===== config.mk =====
export PLATFORM = sky130hd
export DESIGN_NAME = rgb_led_strip_frame_generator_top
export DESIGN_NICKNAME = d
export VERILOG_FILES = /design/src/hw/rtl/rgbfg_pkg.sv /design/src/hw/rtl/rgb_led_strip_frame_generator_top.sv /design/src/hw/rtl/rgbfg_ram.sv /design/src/hw/rtl/rgbfg_store.sv /design/src/hw/rtl/rgbfg_seq.sv
export SDC_FILE = /design/constraint.sdc
export NUM_CORES = 1
export LEC_CHECK = 0
export ABC_AREA = 1
export BUFFER_PORTS_ARGS = -buffer_cell sky130_fd_sc_hd__buf_2
export CAP_MARGIN = 40
export CELL_PAD_IN_SITES_DETAIL_PLACEMENT = 1
export CELL_PAD_IN_SITES_GLOBAL_PLACEMENT = 2
export CORE_MARGIN = 4
export CORE_UTILIZATION = 37
export CTS_BUF_LIST = sky130_fd_sc_hd__clkbuf_8
export CTS_CLUSTER_SIZE = 28
export DETAILED_ROUTE_END_ITERATION = 7
export PLACE_DENSITY = 0.75
export SETUP_SLACK_MARGIN = 0.15
export SKIP_CTS_REPAIR_TIMING = 1
export SLEW_MARGIN = 20
export SYNTH_ARGS = -nofsm -noshare
export SYNTH_HDL_FRONTEND = slang
export SYNTH_SLANG_ARGS = --single-unit

===== constraint.sdc =====
create_clock -name i_clk -period 3 [get_ports i_clk]
set_clock_uncertainty 0.1 [all_clocks]
set_input_delay 0.15 -clock i_clk [delete_from_list [all_inputs] [get_ports i_clk]]
set_output_delay 0.15 -clock i_clk [all_outputs]
set_load 0.02 [all_outputs]

===== src/hw/rtl/rgbfg_pkg.sv =====
// Shared constants, codes and types for the LED strip frame generator.
package rgbfg_pkg;

    // Default strip length
    localparam int LED_COUNT_DEF = 3;

    // Stream framing
    localparam int          CHANNELS     = 3;
    localparam int          FRAME_WORDS  = 4;
    localparam logic [7:0]  START_BYTE   = 8'h00;
    localparam logic [7:0]  HEADER_MARK  = 8'hE0;
    localparam logic [7:0]  END_BYTE     = 8'hFF;
    localparam logic [4:0]  BRIGHT_RESET = 5'b00001;

    // Colour channel codes, also the entry offset inside one LED's row
    typedef logic [1:0] t_chan;
    localparam t_chan CH_RED   = 2'd0;
    localparam t_chan CH_GREEN = 2'd1;
    localparam t_chan CH_BLUE  = 2'd2;

    // Byte slots inside one LED frame
    typedef logic [1:0] t_slot;
    localparam t_slot SLOT_HDR   = 2'd0;
    localparam t_slot SLOT_BLUE  = 2'd1;
    localparam t_slot SLOT_GREEN = 2'd2;
    localparam t_slot SLOT_RED   = 2'd3;

    // Kind of byte travelling down the read pipeline
    typedef logic [1:0] t_kind;
    localparam t_kind KIND_START  = 2'd0;
    localparam t_kind KIND_HEADER = 2'd1;
    localparam t_kind KIND_COLOUR = 2'd2;
    localparam t_kind KIND_END    = 2'd3;

    // One pipeline slot between read issue and output register
    typedef struct packed {
        logic  valid;
        t_kind kind;
        logic  last;
    } t_stage;

endpackage


===== src/hw/rtl/rgb_led_strip_frame_generator_top.sv =====
// Top level of the LED strip frame generator.
// Input channel (i_in_valid / o_in_stall): one transfer is one refresh carrying
// the channel button, the LED button and an 8-bit sample. On acceptance the
// selected channel steps on a channel press (or else the LED on an LED press)
// and the sample is written into the colour store at the newly selected entry.
// Output channel (o_out_valid / i_out_stall): each refresh produces
// 8 + 4*LED_COUNT bytes: four start bytes, per LED a header with the current
// brightness then blue, green, red, and four end bytes; o_last_byte flags the
// final end byte.
// Throughput: the frame sequencer issues one byte per cycle while the output
// is not stalled, through the single read port of the colour RAM. The next
// refresh is taken in the cycle the last byte of the current one is issued.
// Path: a refresh starts the byte counter; each byte then passes the read stage and the output register.
// Stalls: a stalled output register holds its byte and the sequencer pauses;
// the RAM read register holds its data until the pipeline moves again.
// Configuration (i_cfg_valid / o_cfg_ready): writes the 5-bit brightness,
// always ready; write it only while idle.
// Reset (synchronous, active low): brightness 1, red channel and first LED
// selected, all colours read as zero, no bytes pending.
module rgb_led_strip_frame_generator_top #(
    parameter int LED_COUNT = rgbfg_pkg::LED_COUNT_DEF
) (
    input  logic       i_clk,
    input  logic       i_rst_n,
    input  logic       i_in_valid,
    output logic       o_in_stall,
    input  logic       i_channel_press,
    input  logic       i_led_press,
    input  logic [7:0] i_sample,
    output logic       o_out_valid,
    input  logic       i_out_stall,
    output logic [7:0] o_stream_byte,
    output logic       o_last_byte,
    input  logic       i_cfg_valid,
    output logic       o_cfg_ready,
    input  logic [4:0] i_cfg_data
);

    import rgbfg_pkg::*;

    localparam int DEPTH  = CHANNELS * LED_COUNT;
    localparam int ADDR_W = $clog2(DEPTH);
    localparam int LED_W  = (LED_COUNT > 1) ? $clog2(LED_COUNT) : 1;

    logic [4:0]       r_brightness;
    logic [LED_W-1:0] r_sel_led;
    logic [LED_W-1:0] n_sel_led;
    t_chan            r_sel_chan;
    t_chan            n_sel_chan;

    logic              in_accept;
    logic              seq_ready;
    logic [ADDR_W-1:0] wr_addr;
    logic              rd_en;
    logic [ADDR_W-1:0] rd_addr;
    logic [7:0]        rd_data;

    assign in_accept   = i_in_valid && seq_ready;
    assign o_in_stall  = !seq_ready;
    assign o_cfg_ready = 1'b1;

    // Brightness register
    always_ff @(posedge i_clk) begin
        if (!i_rst_n) begin
            r_brightness <= BRIGHT_RESET;
        end else if (i_cfg_valid && o_cfg_ready) begin
            r_brightness <= i_cfg_data;
        end
    end

    // Step the channel on a channel press, otherwise the LED on an LED press
    always_comb begin
        n_sel_chan = r_sel_chan;
        n_sel_led  = r_sel_led;
        if (i_channel_press) begin
            n_sel_chan = (r_sel_chan == CH_BLUE) ? CH_RED : r_sel_chan + 2'd1;
        end else if (i_led_press) begin
            n_sel_led = (r_sel_led == LED_W'(LED_COUNT - 1)) ? '0 : r_sel_led + 1'b1;
        end
    end

    always_ff @(posedge i_clk) begin
        if (!i_rst_n) begin
            r_sel_chan <= CH_RED;
            r_sel_led  <= '0;
        end else if (in_accept) begin
            r_sel_chan <= n_sel_chan;
            r_sel_led  <= n_sel_led;
        end
    end

    // Entry address: three entries per LED
    assign wr_addr = ADDR_W'({n_sel_led, 1'b0}) + ADDR_W'(n_sel_led) + ADDR_W'(n_sel_chan);

    rgbfg_store #(
        .DEPTH (DEPTH)
    ) u_store (
        .i_clk     (i_clk),
        .i_rst_n   (i_rst_n),
        .i_wr_en   (in_accept),
        .i_wr_addr (wr_addr),
        .i_wr_data (i_sample),
        .i_rd_en   (rd_en),
        .i_rd_addr (rd_addr),
        .o_rd_data (rd_data)
    );

    rgbfg_seq #(
        .LED_COUNT (LED_COUNT)
    ) u_seq (
        .i_clk        (i_clk),
        .i_rst_n      (i_rst_n),
        .i_start      (in_accept),
        .i_brightness (r_brightness),
        .o_ready      (seq_ready),
        .o_rd_en      (rd_en),
        .o_rd_addr    (rd_addr),
        .i_rd_data    (rd_data),
        .o_valid      (o_out_valid),
        .i_stall      (i_out_stall),
        .o_byte       (o_stream_byte),
        .o_last       (o_last_byte)
    );

endmodule


===== src/hw/rtl/rgbfg_ram.sv =====
// Generic single-port-write, single-port-read RAM with registered read data.
module rgbfg_ram #(
    parameter  int WIDTH  = 8,
    parameter  int DEPTH  = 4,
    localparam int ADDR_W = (DEPTH > 1) ? $clog2(DEPTH) : 1
) (
    input  logic              i_clk,
    input  logic              i_wr_en,
    input  logic [ADDR_W-1:0] i_wr_addr,
    input  logic [WIDTH-1:0]  i_wr_data,
    input  logic              i_rd_en,
    input  logic [ADDR_W-1:0] i_rd_addr,
    output logic [WIDTH-1:0]  o_rd_data
);

    logic [WIDTH-1:0] r_mem [DEPTH];
    logic [WIDTH-1:0] r_rd_data;

    // Write port and registered read port
    always_ff @(posedge i_clk) begin
        if (i_wr_en) begin
            r_mem[i_wr_addr] <= i_wr_data;
        end
        if (i_rd_en) begin
            r_rd_data <= r_mem[i_rd_addr];
        end
    end

    assign o_rd_data = r_rd_data;

endmodule


===== src/hw/rtl/rgbfg_store.sv =====
// Colour store: RAM plus per-entry written flags so unwritten entries read as zero.
module rgbfg_store #(
    parameter  int DEPTH  = 9,
    localparam int ADDR_W = (DEPTH > 1) ? $clog2(DEPTH) : 1
) (
    input  logic              i_clk,
    input  logic              i_rst_n,
    input  logic              i_wr_en,
    input  logic [ADDR_W-1:0] i_wr_addr,
    input  logic [7:0]        i_wr_data,
    input  logic              i_rd_en,
    input  logic [ADDR_W-1:0] i_rd_addr,
    output logic [7:0]        o_rd_data
);

    logic [DEPTH-1:0] r_written;
    logic             r_rd_hit;
    logic [7:0]       ram_q;

    rgbfg_ram #(
        .WIDTH (8),
        .DEPTH (DEPTH)
    ) u_ram (
        .i_clk     (i_clk),
        .i_wr_en   (i_wr_en),
        .i_wr_addr (i_wr_addr),
        .i_wr_data (i_wr_data),
        .i_rd_en   (i_rd_en),
        .i_rd_addr (i_rd_addr),
        .o_rd_data (ram_q)
    );

    // Mark entries on write; clear all marks at reset
    always_ff @(posedge i_clk) begin
        if (!i_rst_n) begin
            r_written <= '0;
        end else if (i_wr_en) begin
            r_written[i_wr_addr] <= 1'b1;
        end
    end

    // Capture the mark alongside the RAM read
    always_ff @(posedge i_clk) begin
        if (i_rd_en) begin
            r_rd_hit <= r_written[i_rd_addr];
        end
    end

    assign o_rd_data = r_rd_hit ? ram_q : 8'h00;

endmodule


===== src/hw/rtl/rgbfg_seq.sv =====
// Frame sequencer: walks the stream bytes, reads colours, drives the output register.
module rgbfg_seq #(
    parameter  int LED_COUNT = 3,
    localparam int DEPTH     = 3 * LED_COUNT,
    localparam int ADDR_W    = $clog2(DEPTH)
) (
    input  logic              i_clk,
    input  logic              i_rst_n,
    input  logic              i_start,
    input  logic [4:0]        i_brightness,
    output logic              o_ready,
    output logic              o_rd_en,
    output logic [ADDR_W-1:0] o_rd_addr,
    input  logic [7:0]        i_rd_data,
    output logic              o_valid,
    input  logic              i_stall,
    output logic [7:0]        o_byte,
    output logic              o_last
);

    import rgbfg_pkg::*;

    localparam int TOTAL     = 2 * FRAME_WORDS + 4 * LED_COUNT;
    localparam int CNT_W     = $clog2(TOTAL);
    localparam int LED_START = FRAME_WORDS;
    localparam int LED_END   = FRAME_WORDS + 4 * LED_COUNT;

    logic             r_busy;
    logic [CNT_W-1:0] r_idx;
    t_stage           r_s1;
    t_stage           n_s1;
    logic             r_out_valid;
    logic [7:0]       r_out_byte;
    logic             r_out_last;

    logic             advance;
    logic             issue;
    logic             final_idx;
    logic [CNT_W-1:0] led_ofs;
    logic [CNT_W-1:0] led_num;
    logic [CNT_W-1:0] row_base;
    t_slot            slot;
    t_chan            chan_ofs;
    logic [7:0]       n_byte;

    // Output register frees when empty or taken this cycle
    assign advance   = !r_out_valid || !i_stall;
    assign issue     = r_busy && advance;
    assign final_idx = (r_idx == CNT_W'(TOTAL - 1));
    assign o_ready   = !r_busy || (issue && final_idx);

    // Decode the byte index into LED number and slot
    assign led_ofs  = r_idx - CNT_W'(LED_START);
    assign led_num  = led_ofs >> 2;
    assign slot     = t_slot'(led_ofs[1:0]);
    assign row_base = (led_num << 1) + led_num;

    always_comb begin
        case (slot)
            SLOT_BLUE:  chan_ofs = CH_BLUE;
            SLOT_GREEN: chan_ofs = CH_GREEN;
            default:    chan_ofs = CH_RED;
        endcase
    end

    // Classify the byte being issued
    always_comb begin
        n_s1       = '0;
        n_s1.valid = 1'b1;
        n_s1.last  = final_idx;
        if (r_idx < CNT_W'(LED_START)) begin
            n_s1.kind = KIND_START;
        end else if (r_idx < CNT_W'(LED_END)) begin
            n_s1.kind = (slot == SLOT_HDR) ? KIND_HEADER : KIND_COLOUR;
        end else begin
            n_s1.kind = KIND_END;
        end
    end

    assign o_rd_en   = issue && (n_s1.kind == KIND_COLOUR);
    assign o_rd_addr = ADDR_W'(row_base + CNT_W'(chan_ofs));

    // Step the byte counter; a new frame restarts it
    always_ff @(posedge i_clk) begin
        if (!i_rst_n) begin
            r_busy <= 1'b0;
            r_idx  <= '0;
        end else if (i_start) begin
            r_busy <= 1'b1;
            r_idx  <= '0;
        end else if (issue) begin
            r_busy <= !final_idx;
            r_idx  <= r_idx + 1'b1;
        end
    end

    // Advance the read stage
    always_ff @(posedge i_clk) begin
        if (!i_rst_n) begin
            r_s1 <= '0;
        end else if (advance) begin
            r_s1 <= issue ? n_s1 : '0;
        end
    end

    // Compose the byte from the stage kind and the read data
    always_comb begin
        case (r_s1.kind)
            KIND_START:  n_byte = START_BYTE;
            KIND_HEADER: n_byte = HEADER_MARK | {3'b000, i_brightness};
            KIND_COLOUR: n_byte = i_rd_data;
            default:     n_byte = END_BYTE;
        endcase
    end

    // Output register: hold while stalled
    always_ff @(posedge i_clk) begin
        if (!i_rst_n) begin
            r_out_valid <= 1'b0;
        end else if (advance) begin
            r_out_valid <= r_s1.valid;
        end
    end

    always_ff @(posedge i_clk) begin
        if (advance) begin
            r_out_byte <= n_byte;
            r_out_last <= r_s1.last;
        end
    end

    assign o_valid = r_out_valid;
    assign o_byte  = r_out_byte;
    assign o_last  = r_out_last;

endmodule


==> out/results.ini <==
[critical_path]
cp-start-kind=flop
worst-setup-path-type=flop to flop
setup.worst_path.start=r_sel_led[0]
r2r_setup_slack_ps=120
arrival_ps=2940
max_stage_delay_ps=540
path_delay_family=adder cells
endpoint_kind=flop
cp_max_fo=8
timing.reg2reg.worst_path_depth=13
cp_data_required_time_ps=3060
crit_path_top_delay_cell=fa_1
path_cells=inv_2, nor2_2, o21ai_2, fa_1, inv_1, ha_1, inv_1, fa_1, nand2_2, nor3_2, nand3_2, inv_2, buf_12
timing.rr.start=r_sel_led[0]
r2r-end=u_store.u_ram.r_mem[1][2]
cp_num_buf_inv=5

[sta]
max_slew_margin_pct=51.7
tightest_slew_ps=721
fmax_mhz=348
finalHoldViolCount=0
min_period_ps=2880
grt_setup_unrepaired=yes
setup_viol=0
fin_setup_tns_ps=0
timing.final.crit_share_pct=95.9
setup_slack_ps=123
holdWs_ps=91.3
maxSlewViolCount=0

[worst_hold_path]
hold_class=primary input to flop
worstHoldEndpoint=r_sel_chan[0]
min_from=i_channel_press
whs_path_depth=6

[logic_synthesis]
synth_edf_count=90
yosys_warnings=0
synth_cells=525
syn-cell-area_um2=5270
syn-num-nets=560
synth-async-reset-ratio_pct=0
ys_ff_latch=119
synth_seq_area_share_pct=62.3
syn_area_per_cell_um2=10.0
ys_types=30
synth_ff_type=edfxtp_1

[final_layout]
fillers=1578
regArea_um2=3290
final_cells=798
fin_nets=640
antenna_cells=0
drive_gt1_share_pct=26.9
utilization_pct=47.6
multi_input_area_um2=1830
final_cell_area_um2=6640
syn_to_final_growth_pct=25.9

[cts]
cts_sinks=119
numCtsBuffers=17
insertion_delay_ps=440
cts-htree-levels=4
root_buffer=clkbuf_8
path_clk_slew_ps=70
cts_tree=done
clockBufferDepth=2

[placed_design]
pre_cts_ws_ps=-96.6
io_buffers=30
dpl-instance-area_um2=5750
place.gp.congestion=0.771
place_hpwl_um=8820
placed_cells=738

[floorplanning]
start_util_pct=37.8
die_w_um=127
die_h_um=127
ios=32
core_um2=13900
die_area_um2=16200
rows=43

[grt]
grt_pass1_vias=3905
antenna_found_initial=0
grt_usage_pct=16.6
grt-ovfl-total=0
grt_pass1_wl_um=20400
grt_max_degree=32

[detailed_routing]
wl_per_cell_um=16.2
vias=3832
drt_first_iter_violations=216
routed_wl_um=12900
drc=0
drt-vias-per-instance=4.80
dr.pass1.iters=4
ant_nets=0

[power]
p_leak_nw=2.79
powerDensity_nw_per_um2=570
finalPower_mw=3.79
vdd_drop_max_mv=0.259

[flow_run]
cap_violations=0

[outcome]
outcome=completed

## worst reg2reg max path, stage by stage (launching register included)
cell,delay (ps)
dfxtp_2,340
inv_2,70
nor2_2,40
o21ai_2,140
fa_1,420
inv_1,70
ha_1,140
inv_1,50
fa_1,540
nand2_2,110
nor3_2,220
nand3_2,130
inv_2,100
buf_12,130
## how the worst max path moves through the flow
stage | endpoint | slack, ps | cells after the start
2_1_floorplan | u_store.u_ram.r_mem[7][0] | 170 | 13
3_3_place_gp | u_store.u_ram.r_mem[7][2] | -80 | 13
3_5_place_dp | u_store.u_ram.r_mem[6][6] | -100 | 13
4_1_cts | u_store.u_ram.r_mem[5][0] | -120 | 13
5_1_grt | u_store.u_ram.r_mem[1][7] | -50 | 13
6_report | u_store.u_ram.r_mem[1][2] | 120 | 13
## layout make-up
type	instances	share of cell area, %
repair buffers	78	9.74
multi-input cells	326	27.6
clock buffers	19	3.94
flip-flops and latches	119	49.5
inverters	63	3.90
well taps	180	3.39
clock inverters	13	1.94
## kinds of logic after synthesis
family,after synthesis,synth area share [%]
compound gates,47,4.84
fa+ha+maj,15,3.99
xor+xnor,6,0.997
other cells,1,0.0711
flops,119,62.3
buf+inv,81,6.79
simple gates,256,21.0
## cells in the final DEF, fill, tap and decap left out, types with 3 or more instances in the layout
cell | netlist | layout
o211ai_1 | 8 | 8
inv_2 | 4 | 13
nand2_1 | 122 | 118
a21oi_1 | 20 | 19
nand3_2 | 8 | 18
buf_6 | 1 | 3
nand3_1 | 37 | 27
nor3_2 | 0 | 6
nor2_1 | 69 | 58
nor2_4 | 1 | 4
nor2_2 | 0 | 9
o21ai_0 | 19 | 16
ha_1 | 12 | 9
clkbuf_8 | 0 | 19
or2_0 | 6 | 6
o21ai_2 | 0 | 3
dfxtp_2 | 0 | 4
edfxtp_1 | 90 | 90
buf_2 | 9 | 30
clkinvlp_4 | 0 | 5
clkinv_4 | 0 | 3
dlygate4sd3_1 | 0 | 20
inv_1 | 59 | 44
clkinv_2 | 0 | 5
dfxtp_1 | 29 | 25
xor2_1 | 4 | 4
buf_4 | 5 | 19
buf_12 | 1 | 6
nand2_2 | 1 | 4
## per-layer routing
| metal | wire length, µm | GRT usage [%] | up-vias |
|---|---|---|---|
| met4 | 192 | 6.25 | 0 |
| met3 | 438 | 4.01 | 18 |
| li1 | - | - | 1888 |
| met1 | 5780 | 21.2 | 1872 |
| met2 | 6480 | 27.3 | 54 |
| met5 | 0 | 0 | - |
## power by group
group	switching [mW]	internal (mW)
combinational	0.306	0.176
clock	0.651	0.773
sequential	0.0242	1.86
total	0.981	2.81
## Yosys cell counts (2+ instances only)
master    count  share of area [%]
a21oi_1      20                1.9
buf_2         9               0.85
buf_4         5               0.71
dfxtp_1      29                 11
edfxtp_1     90                 51
fa_1          3                1.1
ha_1         12                2.8
inv_1        59                4.2
inv_2         4               0.28
nand2_1     122                8.7
nand3_1      37                3.5
nand3_2       8                1.5
nand4_1       2               0.24
nor2_1       69                4.9
nor3_1        7               0.66
o211ai_1      8                1.1
o21ai_0      19                1.8
or2_0         6               0.71
xnor2_1       2               0.33
xor2_1        4               0.66
## registers in the layout, summed over array words and instances, names as in the netlist
| name | cells |
|---|---|
| u_store.r_rd_hit | 1 |
| r_brightness | 5 |
| u_seq.o_byte | 8 |
| r_sel_led | 2 |
| u_seq.o_last | 1 |
| r_sel_chan | 2 |
| u_store.u_ram.r_mem | 72 |
| u_seq.r_busy | 1 |
| u_store.u_ram.o_rd_data | 8 |
| u_seq.r_s1 | 4 |
| u_store.r_written | 9 |
| u_seq.o_valid | 1 |
| u_seq.r_idx | 5 |
(Power assumes the default switching activity.)
